[src/apq_pkg.sv]
// ----------------------------------------------------------------------------
// apq_pkg
// Shared types and codes for the array priority queue: request and response
// payloads, stored entry layout, status codes and controller states.
// ----------------------------------------------------------------------------
package apq_pkg;

   // request operation codes
   localparam logic MODE_ENQ = 1'b0;
   localparam logic MODE_DEQ = 1'b1;

   // response status codes
   localparam logic [1:0] STATUS_OK    = 2'd0;
   localparam logic [1:0] STATUS_FULL  = 2'd1;
   localparam logic [1:0] STATUS_EMPTY = 2'd2;

   typedef struct packed {
      logic               mode;
      logic [15:0]        tag_in;
      logic signed [15:0] priority_in;
   } req_type;

   typedef struct packed {
      logic [1:0]         status;
      logic [15:0]        tag_out;
      logic signed [15:0] priority_out;
   } rsp_type;

   // one stored queue entry
   typedef struct packed {
      logic [15:0]        tag;
      logic signed [15:0] prio;
   } entry_type;

   localparam int ENTRY_W = $bits(entry_type);

   typedef enum logic [1:0] {
      ST_IDLE,
      ST_SCAN,
      ST_SHIFT
   } state_type;

endpackage

[src/array_priority_queue.sv]
// ----------------------------------------------------------------------------
// array_priority_queue
// Unsorted array priority queue with a linear scan for the highest priority.
// ----------------------------------------------------------------------------
// Usage:
//   req channel: mode (enqueue or dequeue), tag and signed priority.
//   rsp channel: status (ok, full, empty), removed tag and priority.
//   Every request yields exactly one response, in request order.
//   Entries live in one RAM with a registered read port, oldest first.
//   Enqueue, full and empty responses are registered and appear in the cycle after the request is accepted.
//   A dequeue reads every held entry once to find the maximum (ties go to
//   the oldest), then re-reads the entries behind the winner and writes each
//   one place lower; both passes are bounded by the single RAM read port
//   and its registered read data.
//   One request is in flight at a time; req_ready is high only while idle
//   and the response register is free or being emptied.
//   A stalled receiver holds the response in its register and blocks new
//   requests. Reset empties the queue; no RAM clearing pass is needed.
// ----------------------------------------------------------------------------
module array_priority_queue
   import apq_pkg::*;
#(
   parameter int DEPTH = 16
) (
   input  logic    clock,
   input  logic    reset,
   input  logic    req_valid,
   output logic    req_ready,
   input  req_type req_data,
   output logic    rsp_valid,
   input  logic    rsp_ready,
   output rsp_type rsp_data
);

   localparam int AW = $clog2(DEPTH);
   localparam int CW = $clog2(DEPTH + 1);

   state_type      state_ff, state_in;
   logic [CW-1:0]  count_ff, count_in;
   logic [CW-1:0]  issue_ff, issue_in;
   logic           rd_vld_ff, rd_vld_in;
   logic [AW-1:0]  rd_idx_ff, rd_idx_in;
   logic [AW-1:0]  best_idx_ff, best_idx_in;
   entry_type      best_ff, best_in;
   logic           rsp_valid_ff, rsp_valid_in;
   rsp_type        rsp_ff, rsp_in;

   logic              ram_wr_en;
   logic [AW-1:0]     ram_wr_addr;
   entry_type         ram_wr_data;
   logic [AW-1:0]     ram_rd_addr;
   logic [ENTRY_W-1:0] ram_rd_raw;
   entry_type         ram_rd_data;
   logic              req_fire;

   // entry storage
   apq_ram #(
      .WIDTH (ENTRY_W),
      .DEPTH (DEPTH)
   ) u_ram (
      .clock   (clock),
      .wr_en   (ram_wr_en),
      .wr_addr (ram_wr_addr),
      .wr_data (ram_wr_data),
      .rd_addr (ram_rd_addr),
      .rd_data (ram_rd_raw)
   );

   assign ram_rd_data = entry_type'(ram_rd_raw);
   assign req_ready   = (state_ff == ST_IDLE) && (!rsp_valid_ff || rsp_ready);
   assign req_fire    = req_valid && req_ready;
   assign rsp_valid   = rsp_valid_ff;
   assign rsp_data    = rsp_ff;

   // control registers
   always_ff @(posedge clock) begin
      if (reset) begin
         state_ff     <= ST_IDLE;
         count_ff     <= '0;
         rd_vld_ff    <= 1'b0;
         rsp_valid_ff <= 1'b0;
      end else begin
         state_ff     <= state_in;
         count_ff     <= count_in;
         rd_vld_ff    <= rd_vld_in;
         rsp_valid_ff <= rsp_valid_in;
      end
   end

   // datapath registers
   always_ff @(posedge clock) begin
      issue_ff    <= issue_in;
      rd_idx_ff   <= rd_idx_in;
      best_idx_ff <= best_idx_in;
      best_ff     <= best_in;
      rsp_ff      <= rsp_in;
   end

   // sequencer: next state, RAM access and response
   always_comb begin
      state_in     = state_ff;
      count_in     = count_ff;
      issue_in     = issue_ff;
      rd_vld_in    = 1'b0;
      rd_idx_in    = rd_idx_ff;
      best_idx_in  = best_idx_ff;
      best_in      = best_ff;
      rsp_valid_in = rsp_valid_ff && !rsp_ready;
      rsp_in       = rsp_ff;
      ram_wr_en    = 1'b0;
      ram_wr_addr  = count_ff[AW-1:0];
      ram_wr_data  = entry_type'({req_data.tag_in, req_data.priority_in});
      ram_rd_addr  = issue_ff[AW-1:0];

      unique case (state_ff)
         ST_IDLE: begin
            if (req_fire) begin
               rsp_in = '0;
               if (req_data.mode == MODE_ENQ) begin
                  rsp_valid_in = 1'b1;
                  if (count_ff == CW'(DEPTH)) begin
                     rsp_in.status = STATUS_FULL;
                  end else begin
                     rsp_in.status = STATUS_OK;
                     ram_wr_en     = 1'b1;
                     count_in      = count_ff + CW'(1);
                  end
               end else if (count_ff == '0) begin
                  rsp_valid_in  = 1'b1;
                  rsp_in.status = STATUS_EMPTY;
               end else begin
                  issue_in = '0;
                  state_in = ST_SCAN;
               end
            end
         end

         ST_SCAN: begin
            // issue reads of every held entry
            if (issue_ff != count_ff) begin
               rd_vld_in = 1'b1;
               rd_idx_in = issue_ff[AW-1:0];
               issue_in  = issue_ff + CW'(1);
            end
            // running maximum, strict compare keeps the oldest on ties
            if (rd_vld_ff) begin
               if (rd_idx_ff == '0 || ram_rd_data.prio > best_ff.prio) begin
                  best_in     = ram_rd_data;
                  best_idx_in = rd_idx_ff;
               end
            end
            if (issue_ff == count_ff && !rd_vld_ff) begin
               issue_in = CW'(best_idx_ff) + CW'(1);
               state_in = ST_SHIFT;
            end
         end

         ST_SHIFT: begin
            // read entry behind the winner, write it one place lower
            if (issue_ff != count_ff) begin
               rd_vld_in = 1'b1;
               rd_idx_in = issue_ff[AW-1:0];
               issue_in  = issue_ff + CW'(1);
            end
            if (rd_vld_ff) begin
               ram_wr_en   = 1'b1;
               ram_wr_addr = rd_idx_ff - AW'(1);
               ram_wr_data = ram_rd_data;
            end
            if (issue_ff == count_ff && !rd_vld_ff) begin
               count_in            = count_ff - CW'(1);
               rsp_valid_in        = 1'b1;
               rsp_in.status       = STATUS_OK;
               rsp_in.tag_out      = best_ff.tag;
               rsp_in.priority_out = best_ff.prio;
               state_in            = ST_IDLE;
            end
         end

         default: begin
            state_in = ST_IDLE;
         end
      endcase
   end

   // checks
   a_count_range: assert property (@(posedge clock) disable iff (reset)
      count_ff <= CW'(DEPTH))
      else $error("entry count above depth");

   a_busy_not_ready: assert property (@(posedge clock) disable iff (reset)
      state_ff != ST_IDLE |-> !req_ready)
      else $error("request accepted while a dequeue is in progress");

   a_shift_wr_index: assert property (@(posedge clock) disable iff (reset)
      (state_ff == ST_SHIFT && rd_vld_ff) |-> rd_idx_ff != '0)
      else $error("shift write below index zero");

   a_rsp_slot_free: assert property (@(posedge clock) disable iff (reset)
      (state_ff == ST_SHIFT && state_in == ST_IDLE) |-> !rsp_valid_ff)
      else $error("dequeue finished while response register occupied");

endmodule

[src/apq_ram.sv]
// ----------------------------------------------------------------------------
// apq_ram
// Generic simple dual-port RAM: one write port, one read port with the read
// data registered.
// ----------------------------------------------------------------------------
module apq_ram #(
   parameter int WIDTH = 32,
   parameter int DEPTH = 16
) (
   input  logic                     clock,
   input  logic                     wr_en,
   input  logic [$clog2(DEPTH)-1:0] wr_addr,
   input  logic [WIDTH-1:0]         wr_data,
   input  logic [$clog2(DEPTH)-1:0] rd_addr,
   output logic [WIDTH-1:0]         rd_data
);

   logic [WIDTH-1:0] mem_ff [DEPTH];
   logic [WIDTH-1:0] rd_data_ff;

   // write port
   always_ff @(posedge clock) begin
      if (wr_en) begin
         mem_ff[wr_addr] <= wr_data;
      end
   end

   // registered read port
   always_ff @(posedge clock) begin
      rd_data_ff <= mem_ff[rd_addr];
   end

   assign rd_data = rd_data_ff;

endmodule

[config.mk]
export PLATFORM = sky130hd
export DESIGN_NAME = array_priority_queue
export DESIGN_NICKNAME = d
export VERILOG_FILES = /design/src/apq_pkg.sv /design/src/array_priority_queue.sv /design/src/apq_ram.sv
export SDC_FILE = /design/constraint.sdc
export NUM_CORES = 1
export LEC_CHECK = 0
export ABC_AREA = 1
export BUFFER_PORTS_ARGS = -buffer_cell sky130_fd_sc_hd__clkbuf_2
export CAP_MARGIN = 20
export CORE_ASPECT_RATIO = 1.4
export CORE_MARGIN = 10
export CORE_UTILIZATION = 59
export DETAILED_ROUTE_END_ITERATION = 8
export GPL_TIMING_DRIVEN = 0
export MAX_ROUTING_LAYER = met4
export PLACE_DENSITY = 0.76
export SLEW_MARGIN = 5
export SYNTH_ARGS = -nofsm -noshare
export SYNTH_HDL_FRONTEND = slang
export SYNTH_SLANG_ARGS = --single-unit
[constraint.sdc]
create_clock -name clock -period 10.75 [get_ports clock]
set_input_delay 1.6125 -clock clock [delete_from_list [all_inputs] [get_ports clock]]
set_output_delay 1.6125 -clock clock [all_outputs]
set_load 0.01 [all_outputs]
* Word level (Yosys, flattened, before mapping) *
Memories as Yosys holds them, arrays and structs flattened. A register that Yosys moved wholly into a read port is not among the register bits.
Index checks and enable logic that the tools add are counted.

storage, ports and cells
  flip-flop bits (word level) = 88
  memory bits (writable) = 512
  input bits = 37
  output and inout port bits = 36
  word-level logic and storage cells = 94
  memories = 1

operators by class
  add/subtract/negate cells = 5
  $lt $le $gt $ge = 1
  equality and inequality tests = 12
  muxes and demuxes = 40
  bitwise gates (word level) = 1
  reductions and logical operators = 22

memory list
  name          words  width  read ports  clocked after Yosys merged registers in  wr ports  line           source
  u_ram.mem_ff  16     32     1           1                                        1         apq_ram.sv:18  logic [WIDTH-1:0] mem_ff [DEPTH];

operators with widths
  operator                                                             count
  34-bit two-way mux                                                   2
  34-bit case mux with 2 select lines                                  1
  32-bit two-way mux                                                   2
  5-bit two-way mux                                                    9
  16-bit > comparator                                                  1
  5-bit case mux with 3 select lines                                   1
  2-bit two-way mux                                                    7
  2-bit != test (second input constant)                                7
  1-bit two-way mux                                                    12
  5-bit by 1-bit adder with 5-bit output (second input constant)       2
  5-bit case mux with 2 select lines                                   1
  5-bit AND reduction                                                  2
  4-bit two-way mux                                                    2
  2-bit case mux with 3 select lines                                   1
  3-bit AND reduction                                                  2
  4-bit by 1-bit adder with 5-bit output (second input constant)       1
  5-bit == test                                                        1
  5-bit == test (second input constant)                                1
  5-bit logical NOT                                                    1
  5-bit != test                                                        1
  5-bit by 1-bit subtractor with 5-bit output (second input constant)  1
  1-bit logical AND                                                    4
  4-bit logical NOT                                                    1
  1-bit case mux with 2 select lines                                   2
  12 further kinds                                                     16

* Longest topological paths before layout *
Gate-level depths: netlist (run 1).

  word-level depth = 8
  gate-level depth with buffers = 15
  gate-level depth less buffers = 15

* By module *
From an unflattened synthesis (run 1), not the netlist that was laid out.

unflattened totals
  cell total of the unflattened synthesis = 2557
  area, all modules = 27322.5 um^2

by module, submodules not included
  module                instances  cells each  area each (um^2)  sequential area each (um^2)
  apq_ram               1          2120        22730.6           16015.4
  array_priority_queue  1          437         4591.9            2552.4

* Least setup slack after synthesis (run 1) *
OpenSTA, ideal clock, no wires.

  path type = input -> register
  from = input rsp_ready
  to = register rsp_ff (netlist bit rsp_data[0]), enable pin
  library setup time = 0.477 ns
  data arrival time = 4.705 ns
  required time = 10.273 ns
  setup slack = 5.567 ns
  stages = 5
  path buffers = 0
  cells stage by stage = nor2_1 > nor2_1 > nand2_1 > o21ai_2 > a21boi_0

between the ends
  longest elaborated chain between the ends = 5

ends and longest elaborated chain
  item                           line                        source
  start: declaration             array_priority_queue.sv:31  input logic rsp_ready,
  1-bit logical OR               array_priority_queue.sv:70  assign req_ready = (state_ff == ST_IDLE) && (!rsp_valid_ff || rsp_ready);
  1-bit logical AND              array_priority_queue.sv:70
  net req_ready                  array_priority_queue.sv:28  output logic req_ready,
  1-bit logical AND              array_priority_queue.sv:71  assign req_fire = req_valid && req_ready;
  2-bit != test (no line)        n/a
  3-bit AND reduction (no line)  n/a
  end signal: assignment         array_priority_queue.sv:96  rsp_ff <= rsp_in;
  end: declaration               array_priority_queue.sv:46  rsp_type rsp_ff, rsp_in;

The timed path passes the listed nets, and every way through them passes these cells.
A chain may end at the register's enable or synchronous reset.

* Worst setup path after layout (run 1) *
  from = input rsp_ready
  to = output req_ready

between the ends
  longest elaborated chain between the ends = 2

ends and longest elaborated chain
  item               line
  1-bit logical OR   array_priority_queue.sv:70
  1-bit logical AND  array_priority_queue.sv:70
  end: declaration   array_priority_queue.sv:28

No other way between the ends.

==> run summary, run 1 <==
Internal power summed over all cells: 4.62 mW
Clock input transition at the sequential cells of the worst setup and hold paths: 0.06 ns
Share of power burned in combinational logic: 0.257
H-Tree Depth: 2
Top cell type's share of synthesized area: 0.704
Layout cell share with drive strength beyond 1: 0.116
Hold bufs inserted after CTS: 0
Most instantiated cells after synthesis: 591 x edfxtp_1, 315 x nor2_1, 271 x nand2_1
Sum of negative setup slack: 0 ns
Synth Flop Type: edfxtp_1
Most numerous cell in the Yosys netlist: edfxtp_1
Number of synthesized flops with an enable pin: 591
Fin Hold WS: 0.429 ns
# rows: 89
Count of distinct cell types in the synthesized netlist: 37
Reg power frac: 0.439
Core area: 42200 sq um
Worst EP arrival: 2.08 ns
Register-to-register setup slack: 7.17 ns
Least setup slack across all paths after layout: 7.05 ns
CP startpoint: rsp_ready
Peak supply drop: 158 uV
Number of warning messages in the yosys log: 0
Mux contribution to synthesized area: 0.0210
Syn_nets: 1967
DRT antenna net count: 0
TritonCTS clock tree: built
Number of DRC violations after detailed routing: 0
Avg Vias per Cell: 6.29
Clock period minus worst slack: 3.70 ns
Initial core utilization: 0.597
Achievable clock frequency: 271 MHz
Detailed Route WL: 66400 um
First-iteration detailed-routing DRC count: 2079
Final clock skew: 0.0172 ns
Die area: 51500 sq um
Relative contribution of the clock network to total power: 0.304
Sequential fraction of the synthesis area: 0.736
Count of placed standard cells including taps: 2540
Type of destination of the critical path: primary output
Layout Cells excl Fill: 2643
Wire length of the first global-routing pass: 98300 um
Final instance area: 28800 sq um
DPL Wire Length: 44000 um
Share of synthesized registers carrying an async set or reset: 0
Worst R2R Start: state_ff[0]
Peak per-stage delay on the critical path: 0.18 ns
Slew @ Worst Pin: 0.846 ns
Yosys top cell by area: edfxtp_1
Count of inserted antenna diode cells: 0
Share of the synthesized area in compound gates (AO/OA/AOI/OAI): 0.0807
Largest cells by area after synthesis: edfxtp_1 70%, nor2_1 4.7%, nand2_1 4.0%
Crit path required time: 9.14 ns
CTS Sinks: 632
Vias in the first global route: 16300
Final setup violation count: 0
XOR/XNOR Fraction of Synth Area: 0.00546
Max Root-Sink Buffers: 3
Number of primary I/O pins: 73
Largest net degree at the start of global routing: 25
Cell count after synthesis: 1902
Layout Nets: 2116
Final number of hold-violating endpoints: 0
Mean area per synthesized cell: 13.3 sq um
Post-synthesis share of cell area spent on full adders, half adders and majority gates: 0.0142
Average wire length per cell after detail routing: 25.1 um
Via count: 16600
Class of the most critical setup path: input port to primary output
All-Layer GR Usage: 0.257
Worst setup endpoint: req_ready
Number of buffers added by the clock tree synthesis step: 55
Mapped Area: 25200 sq um
Final RePlAce weighted congestion: 0.887
Hold WC Path Type: register to register
Depth of the most critical reg-to-reg path: 8
Crit path cell chain: clkbuf_2, nor2_1, nor2_1, clkbuf_2
Area added between synthesis and finish: 14.0%
Post-route clock period utilization: 0.344
Pwr per Cell Area: 238 nW/um^2
Reg2Reg Capture Point: u_ram.mem_ff[5][28]
Y dimension of the die: 265 um
Setup repair after global routing missed its margin: no
Worst skew pair latency: 0.60 ns
CP max-delay cell: clkbuf_2
Initial antenna violation count: 0
Placement Setup Slack: 6.64 ns
Overflow after GRT: 0
Main combinational cell family by area after synthesis: simple AND/OR/NAND/NOR gates
Count of maximum capacitance violations: 0
Master cell of the clock root buffer: clkbuf_16
Die X: 195 um
Share of synthesized cell area in and, or, nand and nor gates: 0.107
Leak Pwr: 10.3 nW
Crit start category: input port
Count of cells resized by post-cts repair: 0
Number of synthesized register bits: 632
Post-CTS Setup Bufs: 0
Switch share: 0.324
Max-slew violation count: 0
Slew Limit Headroom: 0.435
Post-place instance area: 26900 sq um
Highest net fanout along the worst path: 3
Run status: completed
Number of detailed-route iterations in the first pass: 8
Number of port buffers: 72
Net load switching power: 2.21 mW
## routing by layer
metal | global-route usage | routed length [um]
met4 | 0.117 | 3030
met3 | 0.0443 | 7030
met5 | - | 0
met2 | 0.426 | 33400
met1 | 0.302 | 23000
## per-stage QoR
step | total power [mW] | utilization
after floorplan | 4.07 | -
after global placement | 4.67 | 0.622
after detailed placement | 4.75 | 0.636
after CTS | 6.79 | 0.681
after global routing | 7.06 | 0.681
final | 6.83 | 0.681
## power by group through the flow
stage	clock network (mW)	registers, mW	logic (mW)
finish	2.08	3.00	1.76
global route	2.18	3.01	1.87
CTS	2.07	2.99	1.73
detailed placement	0	3.05	1.71
global placement	0	3.05	1.63
floorplan	0	3.02	1.05
## layout make-up
cell class | count | area [sq um]
Buffer | 106 | 528
Clock buffer | 78 | 1540
Clock inverter | 25 | 357
Fill cell | 2785 | 13500
Inverter | 98 | 368
Multi-Input combinational cell | 1066 | 5890
Sequential cell | 632 | 18600
Tap cell | 546 | 683
Timing Repair Buffer | 92 | 820
## critical path: cells and delay by family
kind / cells / cell delay, ns
buffers and inverters: 2 / 0.27
and+or+nand+nor: 2 / 0.21
## state kept, by name, indices dropped and copies added, names as in the netlist
signal / cells
u_ram.rd_data: 32
u_ram.mem_ff: 512
rsp_valid: 1
rd_vld_ff: 1
rd_idx_ff: 4
best_idx_ff: 4
count_ff: 5
best_ff: 32
state_ff: 2
rsp_data: 34
issue_ff: 5
## cell usage in the layout, fill, tap and decap left out, types with 7 or more instances in the layout
master | netlist | final
nor2_1 | 315 | 299
nand3_1 | 66 | 66
bufinv_16 | 0 | 9
mux2i_1 | 53 | 53
clkbuf_2 | 0 | 72
buf_16 | 0 | 9
ha_1 | 27 | 27
buf_12 | 0 | 10
o21ai_0 | 138 | 137
a21oi_1 | 18 | 17
o32ai_1 | 75 | 75
nand2_1 | 271 | 271
o211ai_1 | 11 | 11
inv_1 | 96 | 96
buf_4 | 9 | 9
clkbuf_1 | 58 | 76
buf_1 | 7 | 7
dfxtp_1 | 41 | 41
buf_6 | 9 | 10
o221ai_1 | 53 | 53
clkinv_1 | 1 | 7
xor2_1 | 9 | 9
clkbuf_16 | 0 | 57
buf_2 | 23 | 23
nor2_4 | 2 | 18
edfxtp_1 | 591 | 591
## cell families (layout without fill, tap and decap cells)
logic type | count (synthesis) | count (layout)
adders and majority gates | 28 | 28
buffers and inverters | 204 | 399
and+or+nand+nor | 670 | 670
AOI/OAI and AO/OA | 301 | 301
muxes | 53 | 53
DFF | 632 | 632
xor gates and xnor gates | 14 | 14
## worst min-delay path by stage
| stage | start | end | slack, ns | cells past startpoint |
|---|---|---|---|---|
| 6_report | u_ram.rd_data[23] | best_ff[23] | 0.43 | 0 |
| 5_1_grt | u_ram.rd_data[23] | best_ff[23] | 0.44 | 0 |
| 4_1_cts | u_ram.rd_data[23] | best_ff[23] | 0.43 | 0 |
| 3_5_place_dp | u_ram.rd_data[18] | best_ff[18] | 0.42 | 0 |
| 3_3_place_gp | u_ram.rd_data[25] | best_ff[25] | 0.41 | 0 |
| 2_1_floorplan | u_ram.rd_data[0] | best_ff[0] | 0.41 | 0 |
(Power assumes the default switching activity.)
==> run 2, diff against run 1 <==
--- a/config.mk
+++ b/config.mk
@@ -5,7 +5,7 @@
 export SDC_FILE = /design/constraint.sdc
 export NUM_CORES = 1
 export LEC_CHECK = 0
-export ABC_AREA = 1
+export ABC_AREA = 0
 export BUFFER_PORTS_ARGS = -buffer_cell sky130_fd_sc_hd__clkbuf_2
 export CAP_MARGIN = 20
 export CORE_ASPECT_RATIO = 1.4
==> constraint.sdc (replaced) <==
create_clock -name clock -period 3.5 [get_ports clock]
set_input_delay 0.525 -clock clock [delete_from_list [all_inputs] [get_ports clock]]
set_output_delay 0.525 -clock clock [all_outputs]
set_load 0.01 [all_outputs]
==> run 2 against run 1 <==
Effect of this change: first-iteration DRC count down 17%; critical path type is now register to register; power rose to 2.8 times the previous value; clock-buffer cell count down 12; register-to-register slack got worse by 7.1 ns; highest routed layer unchanged; combinational power is 95% higher; wire length down 9.1%.
==> run summary, run 2 <==
Run status: completed
TritonCTS clock tree: built
Achievable clock frequency: 294 MHz
Largest cells by area after synthesis: edfxtp_1 72%, mux4_2 12%, dfxtp_1 3.3%
Yosys top cell by area: edfxtp_1
Core area: 41300 sq um
Crit start category: register
Share of power burned in combinational logic: 0.182
Area added between synthesis and finish: 15.6%
Share of synthesized registers carrying an async set or reset: 0
Sequential fraction of the synthesis area: 0.753
Layout cell share with drive strength beyond 1: 0.272
Hold WC Path Type: input port to register
DPL Wire Length: 36200 um
CP startpoint: state_ff[0]
Die X: 193 um
Multi-input logic area: 5840 sq um
Leak Pwr: 9.38 nW
Number of primary I/O pins: 73
H-Tree Depth: 2
Die area: 50500 sq um
Max Root-Sink Buffers: 3
Most instantiated cells after synthesis: 591 x edfxtp_1, 128 x mux4_2, 86 x nand2_1
Depth of the most critical reg-to-reg path: 10
Cell count after synthesis: 1276
Highest net fanout along the worst path: 20
Switch share: 0.265
Pwr per Cell Area: 661 nW/um^2
Via count: 13200
Fin Hold WS: 0.271 ns
Sum of negative setup slack: 0 ns
Internal power summed over all cells: 13.9 mW
Wire length of the first global-routing pass: 89100 um
CTS Sinks: 632
Largest net degree at the start of global routing: 23
Peak supply drop: 408 uV
Layout Nets: 1511
Register ranked first by flip-flop count: u_ram.mem_ff
Slew @ Worst Pin: 1.17 ns
Detailed Route WL: 60400 um
Clock period minus worst slack: 3.40 ns
Mapped Area: 24600 sq um
Synth Flop Type: edfxtp_1
Average wire length per cell after detail routing: 29.7 um
Max FFs per register: 512
Worst skew pair latency: 0.60 ns
Max-slew violation count: 0
Net load switching power: 4.99 mW
Master cell of the clock root buffer: clkbuf_16
Number of detailed-route iterations in the first pass: 6
Number of DRC violations after detailed routing: 0
Syn_nets: 1341
Number of synthesized flops with an enable pin: 591
Worst R2R Start: state_ff[0]
Number of warning messages in the yosys log: 0
Commonest non-fill, non-tap cell in the layout: edfxtp_1
Final number of hold-violating endpoints: 0
Final RePlAce weighted congestion: 0.874
Number of synthesized register bits: 632
DRT antenna net count: 0
Avg Vias per Cell: 6.48
Overflow after GRT: 0
Reg2Reg Capture Point: u_ram.mem_ff[14][16]
Type of destination of the critical path: register
Register-to-register setup slack: 0.1 ns
Register cell area after layout: 18600 sq um
Reg power frac: 0.484
Crit path required time: 3.80 ns
Post-route clock period utilization: 0.971
Most frequent cells in the layout: 591 x edfxtp_1, 128 x mux4_2, 86 x nand2_1, 72 x clkbuf_2, 55 x clkbuf_16
Initial antenna violation count: 0
First-iteration detailed-routing DRC count: 1731
Slew Limit Headroom: 0.221
Final setup violation count: 0
Filler cell count: 2464
Mean area per synthesized cell: 19.3 sq um
Vias in the first global route: 13700
All-Layer GR Usage: 0.250
Final clock skew: 0.0192 ns
# rows: 88
Most numerous cell in the Yosys netlist: edfxtp_1
Initial core utilization: 0.597
Relative contribution of the clock network to total power: 0.334
Worst setup endpoint: u_ram.mem_ff[14][16]
Count of distinct cell types in the synthesized netlist: 59
Top cell type's share of synthesized area: 0.720
Post-layout power: 18.8 mW
Worst EP arrival: 3.70 ns
Clock input transition at the sequential cells of the worst setup and hold paths: 0.07 ns
Count of maximum capacitance violations: 0
Number of buffers added by the clock tree synthesis step: 53
Number of port buffers: 71
Class of the most critical setup path: register to register
Y dimension of the die: 262 um
-- run 2: cell types whose count changed after synthesis, sizes merged, moves of 52 or more --
cell / delta
mux2i: -52
o21ai: -128
o32ai: -74
o221ai: -53
nand2: -185
nor2: -278
mux4: +128
nand3: -59
inv: -66
-- run 2: cell type report --
class                   instances  area share
clock buffers                  66      0.0508
well taps                     540      0.0237
diodes                          1   0.0000878
inverters                      32     0.00422
plain buffers                  62     0.00957
repair buffers                115      0.0406
clock inverters                33      0.0145
flip-flops and latches        632       0.652
multi-input cells             550       0.205
-- run 2: through the flow --
step	cells	instance area (sq um)	utilization	setup slack [ns]
2_1_floorplan	1276	24600	-	0.0464
3_3_place_gp	1887	25700	0.622	-2.10
3_5_place_dp	1910	26300	0.638	-0.111
4_1_cts	2021	28400	0.688	-0.00456
5_1_grt	2030	28500	0.690	-0.00642
6_report	2031	28500	0.690	0.0999
-- run 2: cells by family (layout without fill, tap and decap cells) --
| logic type | after synthesis | after routing | share of synthesized area |
|---|---|---|---|
| other cells | 0 | 1 | 0 |
| fa+ha+maj | 28 | 28 | 0.0145 |
| buf+inv | 94 | 308 | 0.0159 |
| flops | 632 | 632 | 0.753 |
| xor+xnor | 12 | 12 | 0.00426 |
| mux | 160 | 160 | 0.132 |
| simple gates | 222 | 222 | 0.0435 |
| compound gates | 128 | 128 | 0.0369 |
-- run 2: worst max-delay path, cell delays in order, from the launching register on --
cell and delay [ns]:
dfxtp_1 0.34, inv_1 0.08, ha_1 0.35, buf_2 0.29, nand2_1 0.27, clkbuf_2 0.33
o21ai_0 0.35, nand2_1 0.34, nor2_4 0.30, buf_12 0.26, buf_16 0.18
-- run 2: how the worst min path moves through the flow --
stage,cells past startpoint,from,slack [ns],end
2_1_floorplan,0,u_ram.rd_data[16],0.40,best_ff[16]
3_3_place_gp,0,u_ram.rd_data[29],0.41,best_ff[29]
3_5_place_dp,0,u_ram.rd_data[30],0.41,best_ff[30]
4_1_cts,3,req_valid,0.26,rsp_valid
5_1_grt,3,req_valid,0.27,rsp_valid
6_report,3,req_valid,0.27,rsp_valid
-- run 2: what timing repair did --
item | in CTS | in global routing
pin swaps | 11 | 4
gates resized for setup | 0 | 3
endpoints found under the setup margin | 189 | 105
hold buffers | 0 | 0
buffers inserted | 12 | 8
-- run 2: routing by layer --
metal  wire length, um  global-route usage
met2             30900               0.406
met4              2370               0.102
met5                 0                   -
met3              5990              0.0474
met1             21100               0.306
-- run 2: power by group through the flow --
stage	clock (mW)	combinational, mW	sequential [mW]
after global routing	6.64	3.69	9.15
after global placement	0	3.20	9.25
final	6.29	3.44	9.12
after CTS	6.32	3.40	9.10
after detailed placement	0	3.36	9.26
after floorplan	0	2.22	9.14
